`config.mk`:
```
export PLATFORM = sky130hd
export DESIGN_NAME = ps2_mouse_packet_event_decoder
export DESIGN_NICKNAME = d
export VERILOG_FILES = /design/src/rtl/ps2mpd_pkg.sv /design/src/rtl/ps2mpd_front.sv /design/src/rtl/ps2mpd_queue.sv /design/src/rtl/ps2mpd_back.sv /design/src/rtl/ps2_mouse_packet_event_decoder.sv
export SDC_FILE = /design/constraint.sdc
export NUM_CORES = 1
export LEC_CHECK = 0
export BUFFER_PORTS_ARGS = -buffer_cell sky130_fd_sc_hd__buf_2
export CAP_MARGIN = 30
export CORE_MARGIN = 1
export CORE_UTILIZATION = 45
export DETAILED_ROUTE_END_ITERATION = 12
export HOLD_SLACK_MARGIN = 0.02
export PLACE_DENSITY = 0.68
export SLEW_MARGIN = 20
export SYNTH_ARGS = -nofsm -noshare
export SYNTH_HDL_FRONTEND = slang
export SYNTH_SLANG_ARGS = --single-unit
```
`constraint.sdc`:
```
create_clock -name clk -period 3.31 [get_ports clk]
set_input_delay 0.4965 -clock clk [delete_from_list [all_inputs] [get_ports clk]]
set_output_delay 0.4965 -clock clk [all_outputs]
set_load 0.01 [all_outputs]
```
`src/rtl/ps2mpd_pkg.sv`:
```
// ----------------------------------------------------------------------------
// ps2mpd_pkg
// Shared types and constants for the PS/2 mouse packet event decoder.
// ----------------------------------------------------------------------------
package ps2mpd_pkg;

  localparam int NUM_BUTTONS = 3;

  localparam int HDR_SYNC_BIT  = 3;
  localparam int HDR_XSIGN_BIT = 4;
  localparam int HDR_YSIGN_BIT = 5;

  localparam logic [1:0] KIND_DOWN = 2'd0;
  localparam logic [1:0] KIND_UP   = 2'd1;
  localparam logic [1:0] KIND_MOVE = 2'd2;

  localparam logic [1:0] BTN_NONE = 2'd0;

  localparam int QUEUE_DEPTH = 2;
  localparam int QUEUE_AW    = $clog2(QUEUE_DEPTH);
  localparam int QUEUE_CW    = $clog2(QUEUE_DEPTH + 1);

  typedef struct packed {
    logic [NUM_BUTTONS-1:0] buttons;
    logic [NUM_BUTTONS-1:0] changed;
    logic                   moved;
    logic signed [8:0]      mx;
    logic signed [8:0]      my;
  } pkt_t;

endpackage

```
`src/rtl/ps2mpd_front.sv`:
```
// ----------------------------------------------------------------------------
// ps2mpd_front
// Byte assembler: resynchronises on the header sync bit, collects the X and
// Y bytes and queues each completed packet that changes a button or moves.
// ----------------------------------------------------------------------------
module ps2mpd_front
  import ps2mpd_pkg::*;
(
  input  logic       clk,
  input  logic       rst_n,
  input  logic       in_valid,
  output logic       in_ready,
  input  logic [7:0] in_data_byte,
  output logic       q_push,
  output pkt_t       q_push_data,
  input  logic       q_ready
);

  typedef enum logic [1:0] {
    POS_HDR = 2'd0,
    POS_X   = 2'd1,
    POS_Y   = 2'd2
  } pos_t;

  pos_t                   pos_r, pos_nxt;
  logic [7:0]             header_r, header_nxt;
  logic [7:0]             x_r, x_nxt;
  logic [NUM_BUTTONS-1:0] held_r, held_nxt;
  logic                   accept;
  pkt_t                   pkt;

  assign in_ready = (pos_r != POS_Y) || q_ready;
  assign accept   = in_valid && in_ready;

  always_comb begin
    pkt.buttons = header_r[NUM_BUTTONS-1:0];
    pkt.changed = header_r[NUM_BUTTONS-1:0] ^ held_r;
    pkt.mx      = {header_r[HDR_XSIGN_BIT], x_r};
    pkt.my      = {header_r[HDR_YSIGN_BIT], in_data_byte};
    pkt.moved   = (pkt.mx != 9'sd0) || (pkt.my != 9'sd0);
  end

  assign q_push_data = pkt;

  always_comb begin
    pos_nxt    = pos_r;
    header_nxt = header_r;
    x_nxt      = x_r;
    held_nxt   = held_r;
    q_push     = 1'b0;
    if (accept) begin
      case (pos_r)
        POS_X: begin
          x_nxt   = in_data_byte;
          pos_nxt = POS_Y;
        end
        POS_Y: begin
          q_push   = (pkt.changed != '0) || pkt.moved;
          held_nxt = pkt.buttons;
          pos_nxt  = POS_HDR;
        end
        default: begin
          if (in_data_byte[HDR_SYNC_BIT]) begin
            header_nxt = in_data_byte;
            pos_nxt    = POS_X;
          end else begin
            pos_nxt = POS_HDR;
          end
        end
      endcase
    end
  end

  always_ff @(posedge clk) begin
    header_r <= header_nxt;
    x_r      <= x_nxt;
    if (!rst_n) begin
      pos_r  <= POS_HDR;
      held_r <= '0;
    end else begin
      pos_r  <= pos_nxt;
      held_r <= held_nxt;
    end
  end

endmodule

```
`src/rtl/ps2mpd_queue.sv`:
```
// ----------------------------------------------------------------------------
// ps2mpd_queue
// Short packet queue between the byte assembler and the event sequencer.
// ----------------------------------------------------------------------------
module ps2mpd_queue
  import ps2mpd_pkg::*;
(
  input  logic clk,
  input  logic rst_n,
  input  logic push,
  input  pkt_t push_data,
  output logic ready,
  input  logic pop,
  output logic valid,
  output pkt_t pop_data
);

  pkt_t                mem_r [QUEUE_DEPTH];
  logic [QUEUE_AW-1:0] wr_ptr_r, wr_ptr_nxt;
  logic [QUEUE_AW-1:0] rd_ptr_r, rd_ptr_nxt;
  logic [QUEUE_CW-1:0] count_r, count_nxt;
  logic                do_push, do_pop;

  assign ready    = (count_r != QUEUE_CW'(QUEUE_DEPTH));
  assign valid    = (count_r != '0);
  assign pop_data = mem_r[rd_ptr_r];
  assign do_push  = push && ready;
  assign do_pop   = pop && valid;

  always_comb begin
    wr_ptr_nxt = wr_ptr_r;
    rd_ptr_nxt = rd_ptr_r;
    count_nxt  = count_r;
    if (do_push) begin
      wr_ptr_nxt = (wr_ptr_r == QUEUE_AW'(QUEUE_DEPTH - 1)) ? '0 : wr_ptr_r + 1'b1;
    end
    if (do_pop) begin
      rd_ptr_nxt = (rd_ptr_r == QUEUE_AW'(QUEUE_DEPTH - 1)) ? '0 : rd_ptr_r + 1'b1;
    end
    case ({do_push, do_pop})
      2'b10:   count_nxt = count_r + 1'b1;
      2'b01:   count_nxt = count_r - 1'b1;
      default: count_nxt = count_r;
    endcase
  end

  always_ff @(posedge clk) begin
    if (do_push) begin
      mem_r[wr_ptr_r] <= push_data;
    end
    if (!rst_n) begin
      wr_ptr_r <= '0;
      rd_ptr_r <= '0;
      count_r  <= '0;
    end else begin
      wr_ptr_r <= wr_ptr_nxt;
      rd_ptr_r <= rd_ptr_nxt;
      count_r  <= count_nxt;
    end
  end

  a_count_bound: assert property (@(posedge clk) disable iff (!rst_n)
    count_r <= QUEUE_CW'(QUEUE_DEPTH))
    else $error("queue fill count exceeds depth");

  a_no_overwrite: assert property (@(posedge clk) disable iff (!rst_n)
    (count_r == QUEUE_CW'(QUEUE_DEPTH)) && !do_pop |=> count_r == QUEUE_CW'(QUEUE_DEPTH))
    else $error("full queue lost an entry without a pop");

endmodule

```
`src/rtl/ps2mpd_back.sv`:
```
// ----------------------------------------------------------------------------
// ps2mpd_back
// Event sequencer: walks the changed buttons of one packet in button order,
// then the movement, and drives one event per transfer on the result port.
// ----------------------------------------------------------------------------
module ps2mpd_back
  import ps2mpd_pkg::*;
(
  input  logic              clk,
  input  logic              rst_n,
  input  logic              q_valid,
  input  pkt_t              q_data,
  output logic              q_pop,
  output logic              out_valid,
  input  logic              out_ready,
  output logic [1:0]        out_event_kind,
  output logic [1:0]        out_button_index,
  output logic signed [8:0] out_move_x,
  output logic signed [8:0] out_move_y,
  output logic              out_last_event
);

  logic                   cur_valid_r, cur_valid_nxt;
  logic [NUM_BUTTONS-1:0] rem_r, rem_nxt;
  logic [NUM_BUTTONS-1:0] newb_r;
  logic                   mv_r, mv_nxt;
  logic signed [8:0]      mx_r, my_r;
  logic                   out_valid_r, out_valid_nxt;
  logic [1:0]             kind_r, idx_r;
  logic signed [8:0]      ox_r, oy_r;
  logic                   last_r;

  logic                   found;
  logic [1:0]             sel_idx;
  logic [NUM_BUTTONS-1:0] rem_clr;
  logic                   emit;
  logic [1:0]             ev_kind, ev_idx;
  logic signed [8:0]      ev_x, ev_y;
  logic                   ev_last;

  assign emit  = cur_valid_r && (!out_valid_r || out_ready);
  assign q_pop = q_valid && !cur_valid_r;

  always_comb begin
    found   = 1'b0;
    sel_idx = BTN_NONE;
    for (int i = 0; i < NUM_BUTTONS; i++) begin
      if (rem_r[i] && !found) begin
        found   = 1'b1;
        sel_idx = 2'(i);
      end
    end
    rem_clr = rem_r & ~(NUM_BUTTONS'(1) << sel_idx);
    if (found) begin
      ev_kind = newb_r[sel_idx] ? KIND_DOWN : KIND_UP;
      ev_idx  = sel_idx;
      ev_x    = 9'sd0;
      ev_y    = 9'sd0;
      ev_last = (rem_clr == '0) && !mv_r;
    end else begin
      ev_kind = KIND_MOVE;
      ev_idx  = BTN_NONE;
      ev_x    = mx_r;
      ev_y    = my_r;
      ev_last = 1'b1;
    end
  end

  always_comb begin
    cur_valid_nxt = cur_valid_r;
    rem_nxt       = rem_r;
    mv_nxt        = mv_r;
    out_valid_nxt = out_valid_r;
    if (out_valid_r && out_ready) begin
      out_valid_nxt = 1'b0;
    end
    if (emit) begin
      out_valid_nxt = 1'b1;
      if (found) begin
        rem_nxt = rem_clr;
      end else begin
        mv_nxt = 1'b0;
      end
      cur_valid_nxt = !ev_last;
    end
    if (q_pop) begin
      cur_valid_nxt = 1'b1;
      rem_nxt       = q_data.changed;
      mv_nxt        = q_data.moved;
    end
  end

  always_ff @(posedge clk) begin
    rem_r <= rem_nxt;
    mv_r  <= mv_nxt;
    if (q_pop) begin
      newb_r <= q_data.buttons;
      mx_r   <= q_data.mx;
      my_r   <= q_data.my;
    end
    if (emit) begin
      kind_r <= ev_kind;
      idx_r  <= ev_idx;
      ox_r   <= ev_x;
      oy_r   <= ev_y;
      last_r <= ev_last;
    end
    if (!rst_n) begin
      cur_valid_r <= 1'b0;
      out_valid_r <= 1'b0;
    end else begin
      cur_valid_r <= cur_valid_nxt;
      out_valid_r <= out_valid_nxt;
    end
  end

  assign out_valid        = out_valid_r;
  assign out_event_kind   = kind_r;
  assign out_button_index = idx_r;
  assign out_move_x       = ox_r;
  assign out_move_y       = oy_r;
  assign out_last_event   = last_r;

  a_work_pending: assert property (@(posedge clk) disable iff (!rst_n)
    cur_valid_r |-> (rem_r != '0) || mv_r)
    else $error("active packet holds no pending event");

  a_move_shape: assert property (@(posedge clk) disable iff (!rst_n)
    out_valid_r && (kind_r == KIND_MOVE) |-> (idx_r == BTN_NONE) && last_r)
    else $error("movement event not last or has a button index");

  a_button_shape: assert property (@(posedge clk) disable iff (!rst_n)
    out_valid_r && (kind_r != KIND_MOVE) |-> (ox_r == 9'sd0) && (oy_r == 9'sd0))
    else $error("button event carries movement");

  a_rem_shrinks: assert property (@(posedge clk) disable iff (!rst_n)
    cur_valid_r && emit && found |=> (rem_r & ~$past(rem_r)) == '0 || $past(q_pop))
    else $error("pending button set grew without a new packet");

endmodule

```
`src/rtl/ps2_mouse_packet_event_decoder.sv`:
```
// ----------------------------------------------------------------------------
// ps2_mouse_packet_event_decoder
// Assembles 3-byte PS/2 mouse packets and emits button and movement events.
// ----------------------------------------------------------------------------
// One byte is taken per input transfer, and a byte may follow in every cycle
// while the packet queue has room. A header byte without bit 3 set is dropped
// to resynchronise the stream. Each completed packet yields zero to four
// events: one down or up event per changed button (left, right, middle), then
// one movement event if X or Y is nonzero, with the final event flagged. The
// event sequencer issues one event per cycle while the result port is not
// stalled and takes a new packet only after the last event of the one before;
// a two-entry packet queue lets byte intake run on while events drain.
module ps2_mouse_packet_event_decoder
  import ps2mpd_pkg::*;
(
  input  logic              clk,
  input  logic              rst_n,
  input  logic              in_valid,
  output logic              in_ready,
  input  logic [7:0]        in_data_byte,
  output logic              out_valid,
  input  logic              out_ready,
  output logic [1:0]        out_event_kind,
  output logic [1:0]        out_button_index,
  output logic signed [8:0] out_move_x,
  output logic signed [8:0] out_move_y,
  output logic              out_last_event
);

  logic q_push, q_ready, q_pop, q_valid;
  pkt_t q_push_data, q_pop_data;

  ps2mpd_front u_front (
    .clk         (clk),
    .rst_n       (rst_n),
    .in_valid    (in_valid),
    .in_ready    (in_ready),
    .in_data_byte(in_data_byte),
    .q_push      (q_push),
    .q_push_data (q_push_data),
    .q_ready     (q_ready)
  );

  ps2mpd_queue u_queue (
    .clk      (clk),
    .rst_n    (rst_n),
    .push     (q_push),
    .push_data(q_push_data),
    .ready    (q_ready),
    .pop      (q_pop),
    .valid    (q_valid),
    .pop_data (q_pop_data)
  );

  ps2mpd_back u_back (
    .clk             (clk),
    .rst_n           (rst_n),
    .q_valid         (q_valid),
    .q_data          (q_pop_data),
    .q_pop           (q_pop),
    .out_valid       (out_valid),
    .out_ready       (out_ready),
    .out_event_kind  (out_event_kind),
    .out_button_index(out_button_index),
    .out_move_x      (out_move_x),
    .out_move_y      (out_move_y),
    .out_last_event  (out_last_event)
  );

endmodule

```
==> results.sh <==
export IMPL_syn_area_um2=4510
export IMPL_firstDrtPassIters=4
export IMPL_async_reset_ff_frac=0
export IMPL_grt_pass1_wl_um=9920
export IMPL_design_core_area_um2=9730
export IMPL_crit_chain="inv_1, ha_1, nand2_1, a21oi_1, o31a_1, inv_1, nor2_2, buf_4"
export IMPL_gp_congestion=0.727
export IMPL_grt_pass1_vias=1925
export IMPL_drt_initial_drc_count=90
export IMPL_cts_resized=0
export IMPL_reg2reg_slack_ns=0.89
export IMPL_drive_above_1_share=0.287
export IMPL_ys_ff_latch=123
export IMPL_io_pin_count=37
export IMPL_wl_per_cell_um=14.2
export IMPL_rows=36
export IMPL_min_path_type="input pin to register"
export IMPL_n_antenna_cell=0
export IMPL_status="finished clean"
export IMPL_syn_to_final_growth_pct=20.3
export IMPL_placed_area_um2=4870
export IMPL_cp_required_ns=3.50
export IMPL_cp_common_cell="inv_1"
export IMPL_synth_simple_area_share=0.0733
export IMPL_drv_cap=0
export IMPL_arrival_ns=2.61
export IMPL_holdPathStages=1
export IMPL_syn_inst=254
export IMPL_crit_slowest_cell="nor2_2"
export IMPL_cp_slowest_stage_delay_ns=0.41
export IMPL_fin_util=0.557
export IMPL_synth_xor_area_frac=0.0117
export IMPL_irDropWorstVdd_uv=399
export IMPL_cts_buffers=17
export IMPL_synth_top_family_by_area="simple AND/OR/NAND/NOR gates"
export IMPL_cts_tree="built"
export IMPL_worstHoldEndpoint="u_front.x_r[7]"
export IMPL_period_minus_slack_ns=2.42
export IMPL_wirelength_um=6380
export IMPL_fmax_mhz=414
export IMPL_die_h_um=102
export IMPL_antenna_found_initial=0
export IMPL_critPathBufInv=3
export IMPL_final_cell_mix="111 x edfxtp_1, 36 x buf_2, 22 x and2_1"
export IMPL_worstMarginPinSlew_ns=0.838
export IMPL_layout_nets=322
export IMPL_post_cts_setup_buffers=0
export IMPL_setup_viol=0
export IMPL_grt_use_total=0.135
export IMPL_fillers=771
export IMPL_critPathMaxFanout=16
export IMPL_crit_family="compound AO/OA/AOI/OAI gates"
export IMPL_synth_edf_count=111
export IMPL_finish_instance_area_um2=5420
export IMPL_critPathCaptureType="register"
export IMPL_synth_compound_area_frac=0.0258
export IMPL_r2r_end="u_queue.mem_r[0][9]"
export IMPL_drc=0
export IMPL_vias_per_cell=4.69
export IMPL_grt_start_max_net_pins=26
export IMPL_num_vias=2109
export IMPL_antenna_left=0
export IMPL_finalCritPeriodShare=0.730
export IMPL_initial_core_util=0.463
export IMPL_r2r_cells=8
export IMPL_setup_tns_ns=0
export IMPL_crit_type="register to register"
export IMPL_htree_levels=4
export IMPL_hold_path_startpoint="in_data_byte[7]"
export IMPL_p_leak_nw=1.88
export IMPL_final_common_cell="edfxtp_1"
export IMPL_yosysSeqAreaShare=0.793
export IMPL_holdWs_ns=0.220
export IMPL_cp_depth=8
export IMPL_powerDensity_nw_per_um2=804
export IMPL_relSlewSlack=0.441
export IMPL_clkSinkCount=123
export IMPL_overflow=0
export IMPL_die_w_um=102
export IMPL_synth_adder_area_share=0.0133
export IMPL_clock_skew_ns=0.00642
export IMPL_clkSlewWorstSetupHoldPaths_ns=0.05
export IMPL_muxShareOfSynthArea=0.0702
export IMPL_synth_cell_types=33
export IMPL_timing_rr_start="u_front.pos_r[0]"
export IMPL_synthFlopType="edfxtp_1"
export IMPL_startpoint="u_front.pos_r[0]"
export IMPL_die_area_um2=10400
export IMPL_syn_nets=270
export IMPL_dpl_hpwl_um=4190
export IMPL_rsz0062_at_grt="false"
export IMPL_postSynthAreaPerCell_um2=17.7
export IMPL_ys_warnings_count=0
export IMPL_clk_latency_ns=0.50
export IMPL_slew_violations=0
export IMPL_cts_root_buf="clkbuf_8"
export IMPL_finalPower_mw=4.36
export IMPL_clockBufferDepth=2
export IMPL_setup_worst_path_start_class="register"
export IMPL_holdBufCountCts=0
export IMPL_hold_viol_final=0
export IMPL_port_buffers=36
## cell families after synthesis
| logic type | after synthesis |
|---|---|
| buffers and inverters | 15 |
| DFF | 123 |
| and+or+nand+nor | 58 |
| xor gates and xnor gates | 6 |
| adders and majority gates | 5 |
| AOI/OAI and AO/OA | 18 |
| muxes | 29 |
## power by group
group          internal, mW  switching [mW]  total [mW]  leakage, nW
combinational         0.248           0.341       0.589        0.497
clock                  1.13           0.586        1.71        0.272
sequential             1.98          0.0810        2.06         1.11
## per-stage QoR
stage | worst slack, ns | std cells
2_1_floorplan | 0.645 | 254
3_3_place_gp | 0.718 | 419
3_5_place_dp | 0.717 | 420
4_1_cts | 0.842 | 450
5_1_grt | 0.721 | 450
6_report | 0.892 | 450
## worst max path at each step
stage	end	slack, ns
final	u_queue.mem_r[0][9]	0.89
after global routing	u_queue.mem_r[0][22]	0.72
after CTS	u_queue.mem_r[0][5]	0.84
after detailed placement	u_queue.count_r[1]	0.72
after global placement	u_queue.mem_r[1][8]	0.72
after floorplan	u_queue.mem_r[0][0]	0.64
## synth_stat cells (2+ instances only)
cell | number | share of area
edfxtp_1 | 111 | 0.74
and2_1 | 22 | 0.031
mux2_2 | 21 | 0.052
dfxtp_1 | 12 | 0.053
mux2i_1 | 8 | 0.018
inv_1 | 7 | 0.0058
nand2_1 | 7 | 0.0058
clkbuf_1 | 6 | 0.0050
o21ai_0 | 6 | 0.0067
nor2_1 | 5 | 0.0042
nor2b_1 | 5 | 0.0069
ha_1 | 4 | 0.011
nor4_1 | 4 | 0.0056
a21boi_0 | 3 | 0.0050
a21oi_1 | 3 | 0.0033
nand3_1 | 3 | 0.0033
or3_1 | 3 | 0.0042
xnor2_1 | 3 | 0.0058
xor2_1 | 3 | 0.0058
buf_2 | 2 | 0.0022
nand2b_1 | 2 | 0.0028
nor3_1 | 2 | 0.0022
nor3b_1 | 2 | 0.0033
## state kept, by name, summed over array words and instances (netlist names), 2 cells and up, named ones only
register and cells:
u_queue.count_r 2, u_front.header_r 5, u_back.my_r 9, u_back.out_button_index 2
u_back.rem_r 3, u_back.out_move_y 9, u_back.mx_r 9, u_back.newb_r 3
u_back.out_event_kind 2, u_front.x_r 8, u_front.held_r 3, u_front.pos_r 2
u_back.out_move_x 9, u_queue.mem_r 50
## cell type report
class | instances | area, um^2 | share of cell area
Multi-Input combinational cell | 116 | 878 | 0.162
Inverter | 7 | 26.3 | 0.00485
Clock inverter | 10 | 126 | 0.0233
Tap cell | 133 | 166 | 0.0307
Clock buffer | 20 | 425 | 0.0785
Sequential cell | 123 | 3570 | 0.659
Timing Repair Buffer | 41 | 225 | 0.0415
## routing by layer
| layer | share of wire | vias to the layer above | GRT usage |
|---|---|---|---|
| met5 | 0 | - | 0 |
| met4 | 0.013 | 0 | 0.0593 |
| met3 | 0.051 | 7 | 0.0554 |
| met2 | 0.44 | 53 | 0.185 |
| met1 | 0.50 | 995 | 0.189 |
| li1 | - | 1054 | - |
(Power assumes the default switching activity.)
